## config.mk

```make
export PLATFORM = sky130hd
export DESIGN_NAME = displacement_hue_colour_map_core
export DESIGN_NICKNAME = d
export VERILOG_FILES = /design/src/rtl/core/dhcm_pkg.sv /design/src/rtl/core/dhcm_front.sv /design/src/rtl/core/dhcm_div.sv /design/src/rtl/core/dhcm_rgb.sv /design/src/rtl/core/displacement_hue_colour_map_core.sv
export SDC_FILE = /design/constraint.sdc
export NUM_CORES = 2
export LEC_CHECK = 0
export ABC_AREA = 1
export BUFFER_PORTS_ARGS = -buffer_cell sky130_fd_sc_hd__buf_4
export CELL_PAD_IN_SITES_DETAIL_PLACEMENT = 2
export CELL_PAD_IN_SITES_GLOBAL_PLACEMENT = 2
export CORE_AREA = 2 2 529 531
export CTS_CLUSTER_DIAMETER = 200
export DETAILED_ROUTE_END_ITERATION = 10
export DIE_AREA = 0 0 531 533
export PLACE_DENSITY_LB_ADDON = 0.12
export SLEW_MARGIN = 40
export SYNTH_ARGS = -nofsm -noshare
export SYNTH_HDL_FRONTEND = slang
export SYNTH_SLANG_ARGS = --single-unit
export TNS_END_PERCENT = 100
```

## constraint.sdc

```tcl
create_clock -name clk_i -period 35.4 [get_ports clk_i]
set_clock_uncertainty 0.15 [all_clocks]
set_input_delay 3.54 -clock clk_i [delete_from_list [all_inputs] [get_ports clk_i]]
set_output_delay 3.54 -clock clk_i [all_outputs]
set_load 0.05 [all_outputs]
```

## src/rtl/core/dhcm_pkg.sv

```systemverilog
// Package for the displacement hue colour map: defaults, scale constants,
// register and sector codes, and the structs passed between pipeline parts.
// No dependencies.
`default_nettype none

package dhcm_pkg;

  localparam int COORD_BITS_DEF    = 32;
  localparam int HUE_FRAC_BITS_DEF = 8;
  localparam int CFG_IDX_W         = 1;

  // Register reset values, Q15.16 at the default width (-0.5 and +0.5)
  localparam int RANGE_LOW_RST  = -32768;
  localparam int RANGE_HIGH_RST = 32768;

  // Integer bits of the position quotient (position stays below 512)
  localparam int POS_INT_BITS = 9;
  localparam int POS_MAX_DEG  = 359;
  localparam int HUE_BLUE_DEG = 240;
  localparam int SCALE_DEG    = 240;
  localparam int SECTOR_DEG   = 60;
  localparam int COLOUR_MAX   = 255;

  // floor(z / 15) = (z * RECIP_15) >> RECIP_SHIFT for z below 3826
  localparam int RECIP_15    = 4370;
  localparam int RECIP_W     = 13;
  localparam int RECIP_SHIFT = 16;
  localparam int QUARTER_SH  = 2;

  typedef enum logic [CFG_IDX_W-1:0] {
    REG_RANGE_LOW  = 1'b0,
    REG_RANGE_HIGH = 1'b1
  } dhcm_reg_e;

  typedef enum logic [2:0] {
    SECT_RED_YEL = 3'd0,
    SECT_YEL_GRN = 3'd1,
    SECT_GRN_CYN = 3'd2,
    SECT_CYN_BLU = 3'd3,
    SECT_BLU_MAG = 3'd4,
    SECT_MAG_RED = 3'd5
  } dhcm_sect_e;

  typedef struct packed {
    logic vld;
    logic zero;
    logic sat;
  } dhcm_ctl_t;

  typedef struct packed {
    logic [7:0] blue;
    logic [7:0] green;
    logic [7:0] red;
  } dhcm_rgb_t;

endpackage

`default_nettype wire

```

## src/rtl/core/dhcm_front.sv

```systemverilog
// Front stages: saturated coordinate difference, offset from the low end
// scaled by 240, and the saturation check against 359 spans. Uses dhcm_pkg.
`default_nettype none

module dhcm_front import dhcm_pkg::*; #(
  parameter int COORD_BITS = COORD_BITS_DEF
) (
  input  logic                   clk_i,
  input  logic                   rst_ni,
  input  logic                   en_i,
  input  logic                   vld_i,
  input  logic [COORD_BITS-1:0]  ref_x_i,
  input  logic [COORD_BITS-1:0]  off_x_i,
  input  logic [COORD_BITS:0]    low_i,
  input  logic [COORD_BITS:0]    span_i,
  input  logic [COORD_BITS+9:0]  span359_i,
  output dhcm_ctl_t              ctl_o,
  output logic [COORD_BITS+8:0]  num_o
);

  localparam int CB   = COORD_BITS;
  localparam int NUMW = COORD_BITS + 9;

  logic [CB:0]     diff;
  logic [CB-1:0]   d_d, d_q;
  logic [CB+1:0]   n;
  logic [NUMW-1:0] scaled;
  logic            zero2_d, sat3_d;
  logic [NUMW-1:0] num2_d, num2_q, num3_q;
  logic            vld1_q, vld2_q, vld3_q;
  logic            zero2_q, zero3_q, sat3_q;

  // stage 1: difference, saturated to the coordinate range
  assign diff = {ref_x_i[CB-1], ref_x_i} - {off_x_i[CB-1], off_x_i};

  always_comb begin
    if (diff[CB] != diff[CB-1]) begin
      d_d = diff[CB] ? {1'b1, {(CB-1){1'b0}}} : {1'b0, {(CB-1){1'b1}}};
    end else begin
      d_d = diff[CB-1:0];
    end
  end

  // stage 2: offset from the low end, times 240
  assign n       = {{2{d_q[CB-1]}}, d_q} - {low_i[CB], low_i};
  assign zero2_d = (span_i == '0) || n[CB+1] || (n == '0);
  assign scaled  = ({8'd0, n[CB:0]} << 8) - ({8'd0, n[CB:0]} << 4);
  assign num2_d  = zero2_d ? '0 : scaled;

  // stage 3: position would reach 359 or more
  assign sat3_d = {1'b0, num2_q} >= span359_i;

  always_ff @(posedge clk_i or negedge rst_ni) begin
    if (!rst_ni) begin
      vld1_q <= 1'b0;
      vld2_q <= 1'b0;
      vld3_q <= 1'b0;
    end else if (en_i) begin
      vld1_q <= vld_i;
      vld2_q <= vld1_q;
      vld3_q <= vld2_q;
    end
  end

  always_ff @(posedge clk_i) begin
    if (en_i) begin
      d_q     <= d_d;
      num2_q  <= num2_d;
      zero2_q <= zero2_d;
      num3_q  <= num2_q;
      zero3_q <= zero2_q;
      sat3_q  <= sat3_d;
    end
  end

  assign ctl_o.vld  = vld3_q;
  assign ctl_o.zero = zero3_q;
  assign ctl_o.sat  = sat3_q;
  assign num_o      = num3_q;

endmodule

`default_nettype wire

```

## src/rtl/core/dhcm_div.sv

```systemverilog
// Pipelined restoring divider: one quotient bit per stage, nine integer
// bits then the hue fraction bits of (240*n) / span. Uses dhcm_pkg.
`default_nettype none

module dhcm_div import dhcm_pkg::*; #(
  parameter int COORD_BITS    = COORD_BITS_DEF,
  parameter int HUE_FRAC_BITS = HUE_FRAC_BITS_DEF
) (
  input  logic                                  clk_i,
  input  logic                                  rst_ni,
  input  logic                                  en_i,
  input  dhcm_ctl_t                             ctl_i,
  input  logic [COORD_BITS+8:0]                 num_i,
  input  logic [COORD_BITS:0]                   span_i,
  output dhcm_ctl_t                             ctl_o,
  output logic [POS_INT_BITS+HUE_FRAC_BITS-1:0] quo_o
);

  localparam int QB = POS_INT_BITS + HUE_FRAC_BITS;
  localparam int RW = COORD_BITS + 10;

  dhcm_ctl_t       ctl_q [QB];
  logic [RW-1:0]   rem_q [QB];
  logic [QB-1:0]   quo_q [QB];

  for (genvar k = 0; k < QB; k++) begin : g_stage
    dhcm_ctl_t     ctl_in;
    logic [RW-1:0] rem_in, trial, divs;
    logic [QB-1:0] quo_in;
    logic          take;

    if (k == 0) begin : g_first
      assign ctl_in = ctl_i;
      assign rem_in = RW'(num_i);
      assign quo_in = '0;
    end else begin : g_next
      assign ctl_in = ctl_q[k-1];
      assign rem_in = rem_q[k-1];
      assign quo_in = quo_q[k-1];
    end

    // integer bits compare against the shifted span, fraction bits shift
    // the remainder instead
    if (k < POS_INT_BITS) begin : g_int
      assign trial = rem_in;
      assign divs  = RW'(span_i) << (POS_INT_BITS - 1 - k);
    end else begin : g_frac
      assign trial = rem_in << 1;
      assign divs  = RW'(span_i);
    end

    assign take = trial >= divs;

    always_ff @(posedge clk_i or negedge rst_ni) begin
      if (!rst_ni) begin
        ctl_q[k] <= '0;
      end else if (en_i) begin
        ctl_q[k] <= ctl_in;
      end
    end

    always_ff @(posedge clk_i) begin
      if (en_i) begin
        rem_q[k] <= take ? trial - divs : trial;
        quo_q[k] <= {quo_in[QB-2:0], take};
      end
    end
  end

  assign ctl_o = ctl_q[QB-1];
  assign quo_o = quo_q[QB-1];

endmodule

`default_nettype wire

```

## src/rtl/core/dhcm_rgb.sv

```systemverilog
// Hue and colour stages: position to hue, sector split, scaled ramps and
// the sector selection of red, green and blue. Uses dhcm_pkg.
`default_nettype none

module dhcm_rgb import dhcm_pkg::*; #(
  parameter int HUE_FRAC_BITS = HUE_FRAC_BITS_DEF
) (
  input  logic                                  clk_i,
  input  logic                                  rst_ni,
  input  logic                                  en_i,
  input  dhcm_ctl_t                             ctl_i,
  input  logic [POS_INT_BITS+HUE_FRAC_BITS-1:0] quo_i,
  output logic                                  vld_o,
  output dhcm_rgb_t                             rgb_o
);

  localparam int F    = HUE_FRAC_BITS;
  localparam int QB   = POS_INT_BITS + HUE_FRAC_BITS;
  localparam int HW   = HUE_FRAC_BITS + 8;
  localparam int REMW = HUE_FRAC_BITS + 6;
  localparam int PW   = REMW + 8;
  localparam int ZW   = PW - HUE_FRAC_BITS - QUARTER_SH;
  localparam int RPW  = ZW + RECIP_W;

  localparam logic [QB-1:0]   POS_SAT  = QB'(POS_MAX_DEG) << F;
  localparam logic [QB-1:0]   POS_BASE = QB'(HUE_BLUE_DEG) << F;
  localparam logic [HW-1:0]   SEC1     = HW'(SECTOR_DEG) << F;
  localparam logic [HW-1:0]   SEC2     = HW'(2 * SECTOR_DEG) << F;
  localparam logic [HW-1:0]   SEC3     = HW'(3 * SECTOR_DEG) << F;
  localparam logic [HW-1:0]   SEC4     = HW'(4 * SECTOR_DEG) << F;
  localparam logic [REMW-1:0] SEC_W    = REMW'(SECTOR_DEG) << F;

  logic [QB-1:0]   pos_sel;
  logic [HW-1:0]   hue1_d, hue1_q;
  dhcm_sect_e      sect2_d, sect2_q, sect3_q;
  logic [REMW-1:0] rem2_d, rem2_q;
  logic [PW-1:0]   up_prod, dn_prod;
  logic [ZW-1:0]   zt3_q, zq3_q;
  logic [RPW-1:0]  t_prod, q_prod;
  logic [7:0]      t_val, q_val;
  logic            vld1_q, vld2_q, vld3_q;

  // stage 1: hue = 240 - position, floored at zero; never above 240
  always_comb begin
    if (ctl_i.zero) begin
      pos_sel = '0;
    end else if (ctl_i.sat) begin
      pos_sel = POS_SAT;
    end else begin
      pos_sel = quo_i;
    end
    hue1_d = (pos_sel >= POS_BASE) ? '0 : HW'(POS_BASE - pos_sel);
  end

  // stage 2: sector and remainder within it
  always_comb begin
    if (hue1_q >= SEC4) begin
      sect2_d = SECT_BLU_MAG;
      rem2_d  = REMW'(hue1_q - SEC4);
    end else if (hue1_q >= SEC3) begin
      sect2_d = SECT_CYN_BLU;
      rem2_d  = REMW'(hue1_q - SEC3);
    end else if (hue1_q >= SEC2) begin
      sect2_d = SECT_GRN_CYN;
      rem2_d  = REMW'(hue1_q - SEC2);
    end else if (hue1_q >= SEC1) begin
      sect2_d = SECT_YEL_GRN;
      rem2_d  = REMW'(hue1_q - SEC1);
    end else begin
      sect2_d = SECT_RED_YEL;
      rem2_d  = REMW'(hue1_q);
    end
  end

  // stage 3: ramps times 255, dropping the fraction and a factor of four
  assign up_prod = PW'(rem2_q) * PW'(COLOUR_MAX);
  assign dn_prod = PW'(SEC_W - rem2_q) * PW'(COLOUR_MAX);

  // stage 4: divide by 15 through the reciprocal, then pick channels
  assign t_prod = RPW'(zt3_q) * RPW'(RECIP_15);
  assign q_prod = RPW'(zq3_q) * RPW'(RECIP_15);
  assign t_val  = t_prod[RECIP_SHIFT+7:RECIP_SHIFT];
  assign q_val  = q_prod[RECIP_SHIFT+7:RECIP_SHIFT];

  always_comb begin
    rgb_o = '0;
    case (sect3_q)
      SECT_RED_YEL: begin
        rgb_o.red   = 8'(COLOUR_MAX);
        rgb_o.green = t_val;
      end
      SECT_YEL_GRN: begin
        rgb_o.red   = q_val;
        rgb_o.green = 8'(COLOUR_MAX);
      end
      SECT_GRN_CYN: begin
        rgb_o.green = 8'(COLOUR_MAX);
        rgb_o.blue  = t_val;
      end
      SECT_CYN_BLU: begin
        rgb_o.green = q_val;
        rgb_o.blue  = 8'(COLOUR_MAX);
      end
      SECT_BLU_MAG: begin
        rgb_o.red   = t_val;
        rgb_o.blue  = 8'(COLOUR_MAX);
      end
      default: begin
        rgb_o.red   = 8'(COLOUR_MAX);
        rgb_o.blue  = q_val;
      end
    endcase
  end

  always_ff @(posedge clk_i or negedge rst_ni) begin
    if (!rst_ni) begin
      vld1_q <= 1'b0;
      vld2_q <= 1'b0;
      vld3_q <= 1'b0;
    end else if (en_i) begin
      vld1_q <= ctl_i.vld;
      vld2_q <= vld1_q;
      vld3_q <= vld2_q;
    end
  end

  always_ff @(posedge clk_i) begin
    if (en_i) begin
      hue1_q  <= hue1_d;
      sect2_q <= sect2_d;
      rem2_q  <= rem2_d;
      sect3_q <= sect2_q;
      zt3_q   <= up_prod[PW-1:F+QUARTER_SH];
      zq3_q   <= dn_prod[PW-1:F+QUARTER_SH];
    end
  end

  assign vld_o = vld3_q;

endmodule

`default_nettype wire

```

## src/rtl/core/displacement_hue_colour_map_core.sv

```systemverilog
// Top level of the displacement hue colour map: range registers, the
// front, divider and colour pipeline parts, and the output register with
// its skid slot. Uses dhcm_pkg, dhcm_front, dhcm_div and dhcm_rgb.
//
//   channel  direction  handshake                    payload
//   s_axis   in         s_axis_tvalid/s_axis_tready  reference_x, offset_x
//   m_axis   out        m_axis_tvalid/m_axis_tready  red, green, blue
//   cfg      in         cfg_valid_i/cfg_ready_o      cfg_index_i, cfg_data_i
//
// One item enters per clock while s_axis_tready is high. From accept to
// m_axis_tvalid an item passes three front stages, one
// divider stage per quotient bit (9 + HUE_FRAC_BITS), three colour stages
// and the output register. The divider depth sets the latency.
// Reset clears all valid bits and loads the range registers with -0.5 and
// +0.5; the derived span registers follow, span_q first, then span359_q.
// A stall on m_axis parks one result in the skid slot, then freezes the
// whole pipeline; s_axis_tready comes straight from a flop.
`default_nettype none

module displacement_hue_colour_map_core import dhcm_pkg::*; #(
  parameter int COORD_BITS    = COORD_BITS_DEF,
  parameter int HUE_FRAC_BITS = HUE_FRAC_BITS_DEF
) (
  input  logic                                  clk_i,
  input  logic                                  rst_ni,
  // stream in
  input  logic                                  s_axis_tvalid,
  output logic                                  s_axis_tready,
  // [COORD_BITS-1:0] reference_x, [2*COORD_BITS-1:COORD_BITS] offset_x,
  // zero padding to whole bytes above
  input  logic [((2*COORD_BITS+7)/8)*8-1:0]     s_axis_tdata,
  // stream out
  output logic                                  m_axis_tvalid,
  input  logic                                  m_axis_tready,
  // [7:0] red, [15:8] green, [23:16] blue
  output logic [23:0]                           m_axis_tdata,
  // register writes
  input  logic                                  cfg_valid_i,
  output logic                                  cfg_ready_o,
  input  logic [CFG_IDX_W-1:0]                  cfg_index_i,
  input  logic [COORD_BITS-1:0]                 cfg_data_i
);

  localparam int CB  = COORD_BITS;
  localparam int SW  = COORD_BITS + 1;
  localparam int S3W = COORD_BITS + 10;
  localparam int QB  = POS_INT_BITS + HUE_FRAC_BITS;

  // range ends carry one extra bit so that the reset values always fit
  localparam logic [SW-1:0] LOW_RST  = SW'(RANGE_LOW_RST);
  localparam logic [SW-1:0] HIGH_RST = SW'(RANGE_HIGH_RST);

  logic [SW-1:0]   low_q, high_q;
  logic [SW:0]     span_diff;
  logic [SW-1:0]   span_d, span_q;
  logic [S3W-1:0]  span359_d, span359_q;

  logic            pipe_en;
  dhcm_ctl_t       front_ctl, div_ctl;
  logic [CB+8:0]   front_num;
  logic [QB-1:0]   div_quo;
  logic            rgb_vld;
  dhcm_rgb_t       rgb_data;

  logic            out_vld_q, skid_vld_q;
  dhcm_rgb_t       out_q, skid_q;
  logic            out_take;

  // ---------------------------------------------------------------------
  // Range registers; writes are always taken
  // ---------------------------------------------------------------------
  assign cfg_ready_o = 1'b1;

  always_ff @(posedge clk_i or negedge rst_ni) begin
    if (!rst_ni) begin
      low_q  <= LOW_RST;
      high_q <= HIGH_RST;
    end else if (cfg_valid_i) begin
      case (cfg_index_i)
        REG_RANGE_LOW:  low_q  <= {cfg_data_i[CB-1], cfg_data_i};
        REG_RANGE_HIGH: high_q <= {cfg_data_i[CB-1], cfg_data_i};
        default: ;
      endcase
    end
  end

  // Span magnitude and 359 spans, held in flops: the user must change the ranges
  // only while the pipeline is empty; the block itself does not enforce it
  assign span_diff = {high_q[SW-1], high_q} - {low_q[SW-1], low_q};
  assign span_d    = span_diff[SW] ? SW'(-span_diff) : span_diff[SW-1:0];
  assign span359_d = S3W'(span_q) * S3W'(POS_MAX_DEG);

  always_ff @(posedge clk_i) begin
    span_q    <= span_d;
    span359_q <= span359_d;
  end

  // ---------------------------------------------------------------------
  // Pipeline; advance whenever the skid slot is free
  // ---------------------------------------------------------------------
  assign pipe_en       = !skid_vld_q;
  assign s_axis_tready = pipe_en;

  dhcm_front #(
    .COORD_BITS (COORD_BITS)
  ) u_front (
    .clk_i     (clk_i),
    .rst_ni    (rst_ni),
    .en_i      (pipe_en),
    .vld_i     (s_axis_tvalid),
    .ref_x_i   (s_axis_tdata[CB-1:0]),
    .off_x_i   (s_axis_tdata[2*CB-1:CB]),
    .low_i     (low_q),
    .span_i    (span_q),
    .span359_i (span359_q),
    .ctl_o     (front_ctl),
    .num_o     (front_num)
  );

  dhcm_div #(
    .COORD_BITS    (COORD_BITS),
    .HUE_FRAC_BITS (HUE_FRAC_BITS)
  ) u_div (
    .clk_i  (clk_i),
    .rst_ni (rst_ni),
    .en_i   (pipe_en),
    .ctl_i  (front_ctl),
    .num_i  (front_num),
    .span_i (span_q),
    .ctl_o  (div_ctl),
    .quo_o  (div_quo)
  );

  dhcm_rgb #(
    .HUE_FRAC_BITS (HUE_FRAC_BITS)
  ) u_rgb (
    .clk_i  (clk_i),
    .rst_ni (rst_ni),
    .en_i   (pipe_en),
    .ctl_i  (div_ctl),
    .quo_i  (div_quo),
    .vld_o  (rgb_vld),
    .rgb_o  (rgb_data)
  );

  // ---------------------------------------------------------------------
  // Output register and skid slot
  // ---------------------------------------------------------------------
  assign out_take = out_vld_q && m_axis_tready;

  always_ff @(posedge clk_i or negedge rst_ni) begin
    if (!rst_ni) begin
      out_vld_q  <= 1'b0;
      skid_vld_q <= 1'b0;
    end else if (skid_vld_q) begin
      // pipeline frozen: drain the parked result once the output moves
      if (out_take) begin
        skid_vld_q <= 1'b0;
      end
    end else if (!out_vld_q || out_take) begin
      out_vld_q <= rgb_vld;
    end else if (rgb_vld) begin
      skid_vld_q <= 1'b1;
    end
  end

  always_ff @(posedge clk_i) begin
    if (skid_vld_q) begin
      if (out_take) begin
        out_q <= skid_q;
      end
    end else if (!out_vld_q || out_take) begin
      out_q <= rgb_data;
    end else begin
      skid_q <= rgb_data;
    end
  end

  assign m_axis_tvalid = out_vld_q;
  assign m_axis_tdata  = out_q;

  // ---------------------------------------------------------------------
  // Assertions
  // ---------------------------------------------------------------------
  a_skid_behind_out: assert property (@(posedge clk_i) disable iff (!rst_ni)
    skid_vld_q |-> out_vld_q)
    else $error("skid slot holds a result while the output register is empty");

  a_skid_fill_cause: assert property (@(posedge clk_i) disable iff (!rst_ni)
    $rose(skid_vld_q) |-> $past(out_vld_q && !m_axis_tready))
    else $error("skid slot filled without a stalled output");

  a_skid_drain: assert property (@(posedge clk_i) disable iff (!rst_ni)
    skid_vld_q && m_axis_tready |=> !skid_vld_q)
    else $error("skid slot did not drain after the output moved");

  a_full_value: assert property (@(posedge clk_i) disable iff (!rst_ni)
    m_axis_tvalid |->
      (out_q.red == 8'(COLOUR_MAX) || out_q.green == 8'(COLOUR_MAX) ||
       out_q.blue == 8'(COLOUR_MAX)) &&
      (out_q.red == 8'd0 || out_q.green == 8'd0 || out_q.blue == 8'd0))
    else $error("colour lacks a full channel or an empty channel");

endmodule

`default_nettype wire
```

* Word level (Yosys, flattened, before mapping)
Memory sizes are Yosys's and may differ from the RTL's.
Index checks and enable logic that the tools add are counted.
** Cells by class
- $add $sub $neg :: 28
- Multipliers :: 5
- Divide/modulo/power cells :: 0
- Magnitude comparators :: 23
- Equality and inequality tests :: 6
- Shift operators :: 0
- Mux-type cells :: 40
- Bitwise logic cells :: 3
- Reductions and logical operators :: 19
** Operator list (number)
- 2-to-1 mux 42 bit :: 17
- greater-or-equal comparator 42 x 33 -> 1 bit :: 9
- subtractor 42 x 33 -> 42 bit :: 9
- subtractor 32 x 32 -> 33 bit :: 3
- 2-to-1 mux 24 bit :: 3
- one-hot mux 8 bit (3 select lines) :: 3
- 2-to-1 mux 32 bit :: 2
- 2-to-1 mux 14 bit :: 4
- subtractor 14 bit, second input constant :: 4
- multiplier 12 x 12 -> 23 bit, second input constant :: 2
- greater-or-equal comparator 41 x 42 -> 1 bit :: 1
- greater-or-equal comparator 42 x 34 -> 1 bit :: 1
- greater-or-equal comparator 42 x 35 -> 1 bit :: 1
- greater-or-equal comparator 42 x 36 -> 1 bit :: 1
- greater-or-equal comparator 42 x 37 -> 1 bit :: 1
- greater-or-equal comparator 42 x 38 -> 1 bit :: 1
- greater-or-equal comparator 42 x 39 -> 1 bit :: 1
- greater-or-equal comparator 42 x 40 -> 1 bit :: 1
- multiplier 33 x 9 -> 42 bit, second input constant :: 1
- subtractor 41 x 41 -> 42 bit :: 1
- subtractor 42 x 34 -> 42 bit :: 1
- subtractor 42 x 35 -> 42 bit :: 1
- subtractor 42 x 36 -> 42 bit :: 1
- subtractor 42 x 37 -> 42 bit :: 1
- 33 further kinds :: 54
** Word-level totals
- Flip-flop bits (word level) :: 423
- Bits in latches :: 0
- Memory bits (writable) :: 1003
- Bits in read-only memories :: 0
- Memories :: 2
** Memory list
- u_div.rem_q :: words 17, width 42, rd ports 16, clocked after Yosys merged registers in 0, write ports 17, RTL line dhcm_div.sv:23 : logic [RW-1:0] rem_q [QB];
- u_div.quo_q :: words 17, width 17, rd ports 17, clocked after Yosys merged registers in 0, write ports 17, RTL line dhcm_div.sv:24 : logic [QB-1:0] quo_q [QB];

* Longest topological paths before layout
- Word-level depth :: 5
- Depth in mapped cells :: 31
- Mapped depth without buffers :: 31

* Hierarchy
A second synthesis with hierarchy kept.
** Second synthesis, totals
- Cell total of the unflattened synthesis :: 18497
- Area, all modules :: 122822.8 um^2
** By module, submodules not included
- dhcm_div :: instances 1, cells each 13182, area each 82291.4 um^2
- displacement_hue_colour_map_core :: instances 1, cells each 2066, area each 16080.4 um^2
- dhcm_rgb :: instances 1, cells each 1571, area each 12573.3 um^2
- dhcm_front :: instances 1, cells each 1678, area each 11877.6 um^2

* Worst setup path before layout
No wires, ideal clock.
- Path kind :: reg-to-output
- Start point :: register skid_vld_q
- End point :: output port s_axis_tready
- Arrival :: 27.230 ns
- Setup slack :: 4.480 ns
- Cell stages (with the launch flop) :: 5
- Path buffers :: 3
- Cell sequence :: dfrtp_1 clkbuf_1 inv_1 clkbuf_1 clkbuf_1
** Between the ends
- Word-level cells in the longest chain between the ends :: 1
** RTL lines
- from (decl) :: RTL line displacement_hue_colour_map_core.sv:65 : logic out_vld_q, skid_vld_q;
- from (signal assigned) :: RTL line displacement_hue_colour_map_core.sv:154 : skid_vld_q <= 1'b0;
- from (signal assigned) :: RTL line displacement_hue_colour_map_core.sv:158 : skid_vld_q <= 1'b0;
- from (signal assigned) :: RTL line displacement_hue_colour_map_core.sv:163 : skid_vld_q <= 1'b1;
- zero test 1 bit :: RTL line displacement_hue_colour_map_core.sv:101 : assign pipe_en = !skid_vld_q;
- to (decl) :: RTL line displacement_hue_colour_map_core.sv:28 : output logic s_axis_tready,
Every way passes these cells.

* Worst setup path after layout
- Start point :: register u_rgb.rem2_q[2]
- End point :: register u_rgb.zq3_q[7] (data pin)
** Between the ends
- Word-level cells in the longest chain between the ends :: 2
** RTL lines
- from (decl) :: RTL line dhcm_rgb.sv:36 : logic [REMW-1:0] rem2_d, rem2_q;
- from (signal assigned) :: RTL line dhcm_rgb.sv:131 : rem2_q <= rem2_d;
- subtractor 14 x 14 -> 15 bit :: RTL line dhcm_rgb.sv:77 : assign dn_prod = PW'(SEC_W - rem2_q) * PW'(COLOUR_MAX);
- multiplier 22 x 8 -> 22 bit :: RTL line dhcm_rgb.sv:77
- named net u_rgb.dn_prod[17] :: RTL line dhcm_rgb.sv:37 : logic [PW-1:0] up_prod, dn_prod;
- to (signal assigned) :: RTL line dhcm_rgb.sv:134 : zq3_q <= dn_prod[PW-1:F+QUARTER_SH];
- to (decl) :: RTL line dhcm_rgb.sv:38 : logic [ZW-1:0] zt3_q, zq3_q;
The timed path passes the listed nets, and every way through them passes these cells.
A chain may end at the register's enable or synchronous reset.

==> qor.tcl <==
set qor(final.min_clock_period_ps) 6100
set qor(finalHoldViolations) 0
set qor(syn-instance-count) 14100
set qor(drt-vias-per-instance) 5.58
set qor(final_antenna_net_count) 0
set qor(cts_tree) {yes}
set qor(worst-slew-pin-transition_ps) 983
set qor(grtUsageTotal_pct) 31.8
set qor(setup_viol_count_final) 0
set qor(finalCritPeriodShare_pct) 17.2
set qor(clock_transition_at_the_registers_of_the_reported_paths_ps) 70
set qor(floorplan.io_pins) 129
set qor(highest_fanout_seen_on_the_critical_path) 7
set qor(worst_ep_required_time_ps) 35830
set qor(worst_path_max_delay_cell) {fa_1}
set qor(holdBufCountCts) 0
set qor(die_area_um2) 283000
set qor(ys.flop_type) {edfxtp_1}
set qor(dieHeight_um) 533
set qor(dpl-instance-area_um2) 113000
set qor(number_of_flops_mapped_to_enable_cells_by_yosys) 1008
set qor(post_synth_num_cell_types) 73
set qor(iteration_count_of_the_initial_detailed_routing_pass) 5
set qor(share_of_the_synthesized_area_in_compound_gates_ao_oa_aoi_oai_pct) 14.3
set qor(rsz_0062_raised_after_global_routing) {false}
set qor(post_synth.cell_area_avg_um2) 7.66
set qor(coreArea_um2) 278000
set qor(worst_path_arrival_time_ps) 6530
set qor(worstSetupEndpointType) {flop}
set qor(cts.path.max_buffers) 4
set qor(nets_final) 15700
set qor(synth_fa_ha_area_share_pct) 17.3
set qor(grt_max_degree) 163
set qor(slew_headroom_pct) 34.5
set qor(netlist_top_cells_area) {edfxtp_1 28%, ha_1 13%, nand2_1 12%, inv_1 7.1%, fa_1 4.6%}
set qor(synth_simple_gate_area_share_pct) 22.6
set qor(worstSkewPairLatency_ps) 870
set qor(post_synth_most_frequent_cells) {3,488 x nand2_1, 2,033 x inv_1, 1,263 x nor2_1}
set qor(start_util_pct) 38.8
set qor(count_of_maximum_capacitance_violations) 0
set qor(synth-seq-area-share_pct) 32.3
set qor(yosysMostFrequentCell) {nand2_1}
set qor(post_detail_place_hpwl_um) 361000
set qor(ys_async_sr_fraction_pct) 10.2
set qor(share_of_yosys_cell_area_claimed_by_the_top_area_cell_type_pct) 28.1
set qor(hp-class) {flop to flop}
set qor(post-synth-top-area-cell) {edfxtp_1}
set qor(ys_seq_elements) 1206
set qor(drt_drc_violations_left) 0
set qor(series_of_cell_instances_along_the_critical_path) {inv_1 -> ha_1 -> nand2_1 -> inv_1 -> nand2_1 -> xor2_1 -> inv_1 -> nand2_1 -> nand2_1 -> o21ai_0 -> ha_1 -> xor2_1 -> fa_1 -> inv_1 -> fa_1 -> inv_1 -> ha_1 -> nand2_1 -> o21ai_0 -> a31oi_1 -> o21ai_0 -> a21oi_1 -> xnor2_1}
set qor(cts-htree-levels) 4
set qor(buffer_ports.inserted) 127
set qor(critPathKind) {flop to flop}
set qor(numClockSinks) 1206
set qor(wire_per_inst_um) 25.2
set qor(fin_setup_tns_ps) 0
set qor(layout.cell_area.non_filler_um2) 119000
set qor(root_buffer) {clkbuf_16}
set qor(routabilityCongestion) 0.934
set qor(route.vias.total) 101000
set qor(startpoint_type) {flop}
set qor(synth_top_family_by_area) {simple AND/OR/NAND/NOR gates}
set qor(status) {finished, final reports clean}
set qor(clock.fmax_ghz) 0.164
set qor(post_route_cells_drive_above_1_share_pct) 5.29
set qor(cts_repair_resize_count) 0
set qor(layout-area-overhead-vs-synth_pct) 9.98
set qor(postRouteWirelength_um) 456000
set qor(post_cts.repair.setup_buffers) 0
set qor(final-max-slew-violation-count) 0
set qor(place.detailed.instances) 17800
set qor(syn_nets) 15500
set qor(cts_bufs_inserted) 159
set qor(drt_first_iter_violations) 5770
set qor(max_stage_delay_ps) 580
set qor(synthesis.yosys.warnings) 0
set qor(grt_pass1_vias) 112000
set qor(synth.cell_area_um2) 108000
set qor(rows) 194
set qor(grt_first_pass_wirelength_um) 695000
set qor(final_cell_count_no_fill) 18100
set qor(grt_overflow) 0
set qor(antenna_violations_before_repair) 22
set qor(synth.mux.area_fraction_pct) 0
set qor(synth_xor_area_share_pct) 5.36
set qor(die_extent_in_x_um) 531
==> state kept, by name, summed over array words and instances (netlist names), 33 cells and up <==
register        count
u_front.num_o      37
u_div.ctl_q        48
span_q             33
u_front.num2_q     37
span359_q          42
u_div.rem_q       638
u_div.quo_q       153
==> final timing paths <==
| kind | start | endpoint | slack, ps | cells past startpoint |
|---|---|---|---|---|
| min in group asynchronous | rst_ni | low_q[14] | 2560 | 1 |
| worst min register to register | u_div.quo_q[0][177] | u_div.quo_q[0][195] | 260 | 0 |
| worst max register to register | u_rgb.rem2_q[2] | u_rgb.zq3_q[7] | 29300 | 23 |
| worst min-delay path | u_div.quo_q[0][177] | u_div.quo_q[0][195] | 260 | 0 |
| max in group asynchronous | rst_ni | u_div.ctl_q[11] | 31570 | 2 |
| worst max-delay path | u_rgb.rem2_q[2] | u_rgb.zq3_q[7] | 29300 | 23 |
==> cell families (layout without fill, tap and decap cells) <==
kind of cell / after synthesis / in the layout
compound gates: 2742 / 2742
xor+xnor: 656 / 656
fa+ha+maj: 1338 / 1338
buf+inv: 2229 / 2548
flops: 1206 / 1206
other cells: 1 / 3
simple gates: 5908 / 5908
==> placed cells by master, fill, tap and decap left out, types with 171 or more instances in the layout <==
cell type and n:
nand2_1 3485, nand3_1 536, nor2_1 1261, buf_4 171, ha_1 1088, xor2_1 355, inv_1 2000, fa_1 250
a21oi_1 948, edfxtp_1 1008, o21ai_0 982, a31oi_1 211, xnor2_1 297
==> per-stage QoR <==
| stage | setup slack (ps) | utilization [%] | hold WS [ps] |
|---|---|---|---|
| global route | 28730 | 42.7 | 251 |
| floorplan | 4480 | - | 250 |
| CTS | 29190 | 42.6 | 259 |
| global placement | 28500 | 40.6 | 251 |
| detailed placement | 28740 | 40.7 | 256 |
| finish | 29300 | 42.7 | 263 |
==> critical path, delay by kind of cell (launching register included) <==
kind	cells	cell delay, ps
adders and majority gates	5	1970
AOI/OAI and AO/OA	5	1280
xor gates and xnor gates	3	840
buffers and inverters	5	550
and+or+nand+nor	5	530
DFF	1	520
==> per-layer routing <==
metal | share of wire, % | GRT usage [%] | up-vias
met2 | 49 | 55.7 | 1827
met5 | 0.0024 | 0 | -
met4 | 3.8 | 10.7 | 2
li1 | - | - | 47300
met3 | 3.7 | 3.23 | 658
met1 | 43 | 40.8 | 51400
==> cell type report <==
type / instances / area [um2]
Timing Repair Buffer: 195 / 1640
Clock inverter: 93 / 1070
Antenna cell: 2 / 5.00
Multi-Input combinational cell: 10600 / 64300
Clock buffer: 192 / 4280
Tap cell: 3724 / 4660
Inverter: 2068 / 7790
Fill cell: 32200 / 159000
Sequential cell: 1206 / 34900
Power is not shown: default switching activity piles up to over one toggle a cycle in this logic, so the estimate is an artifact.
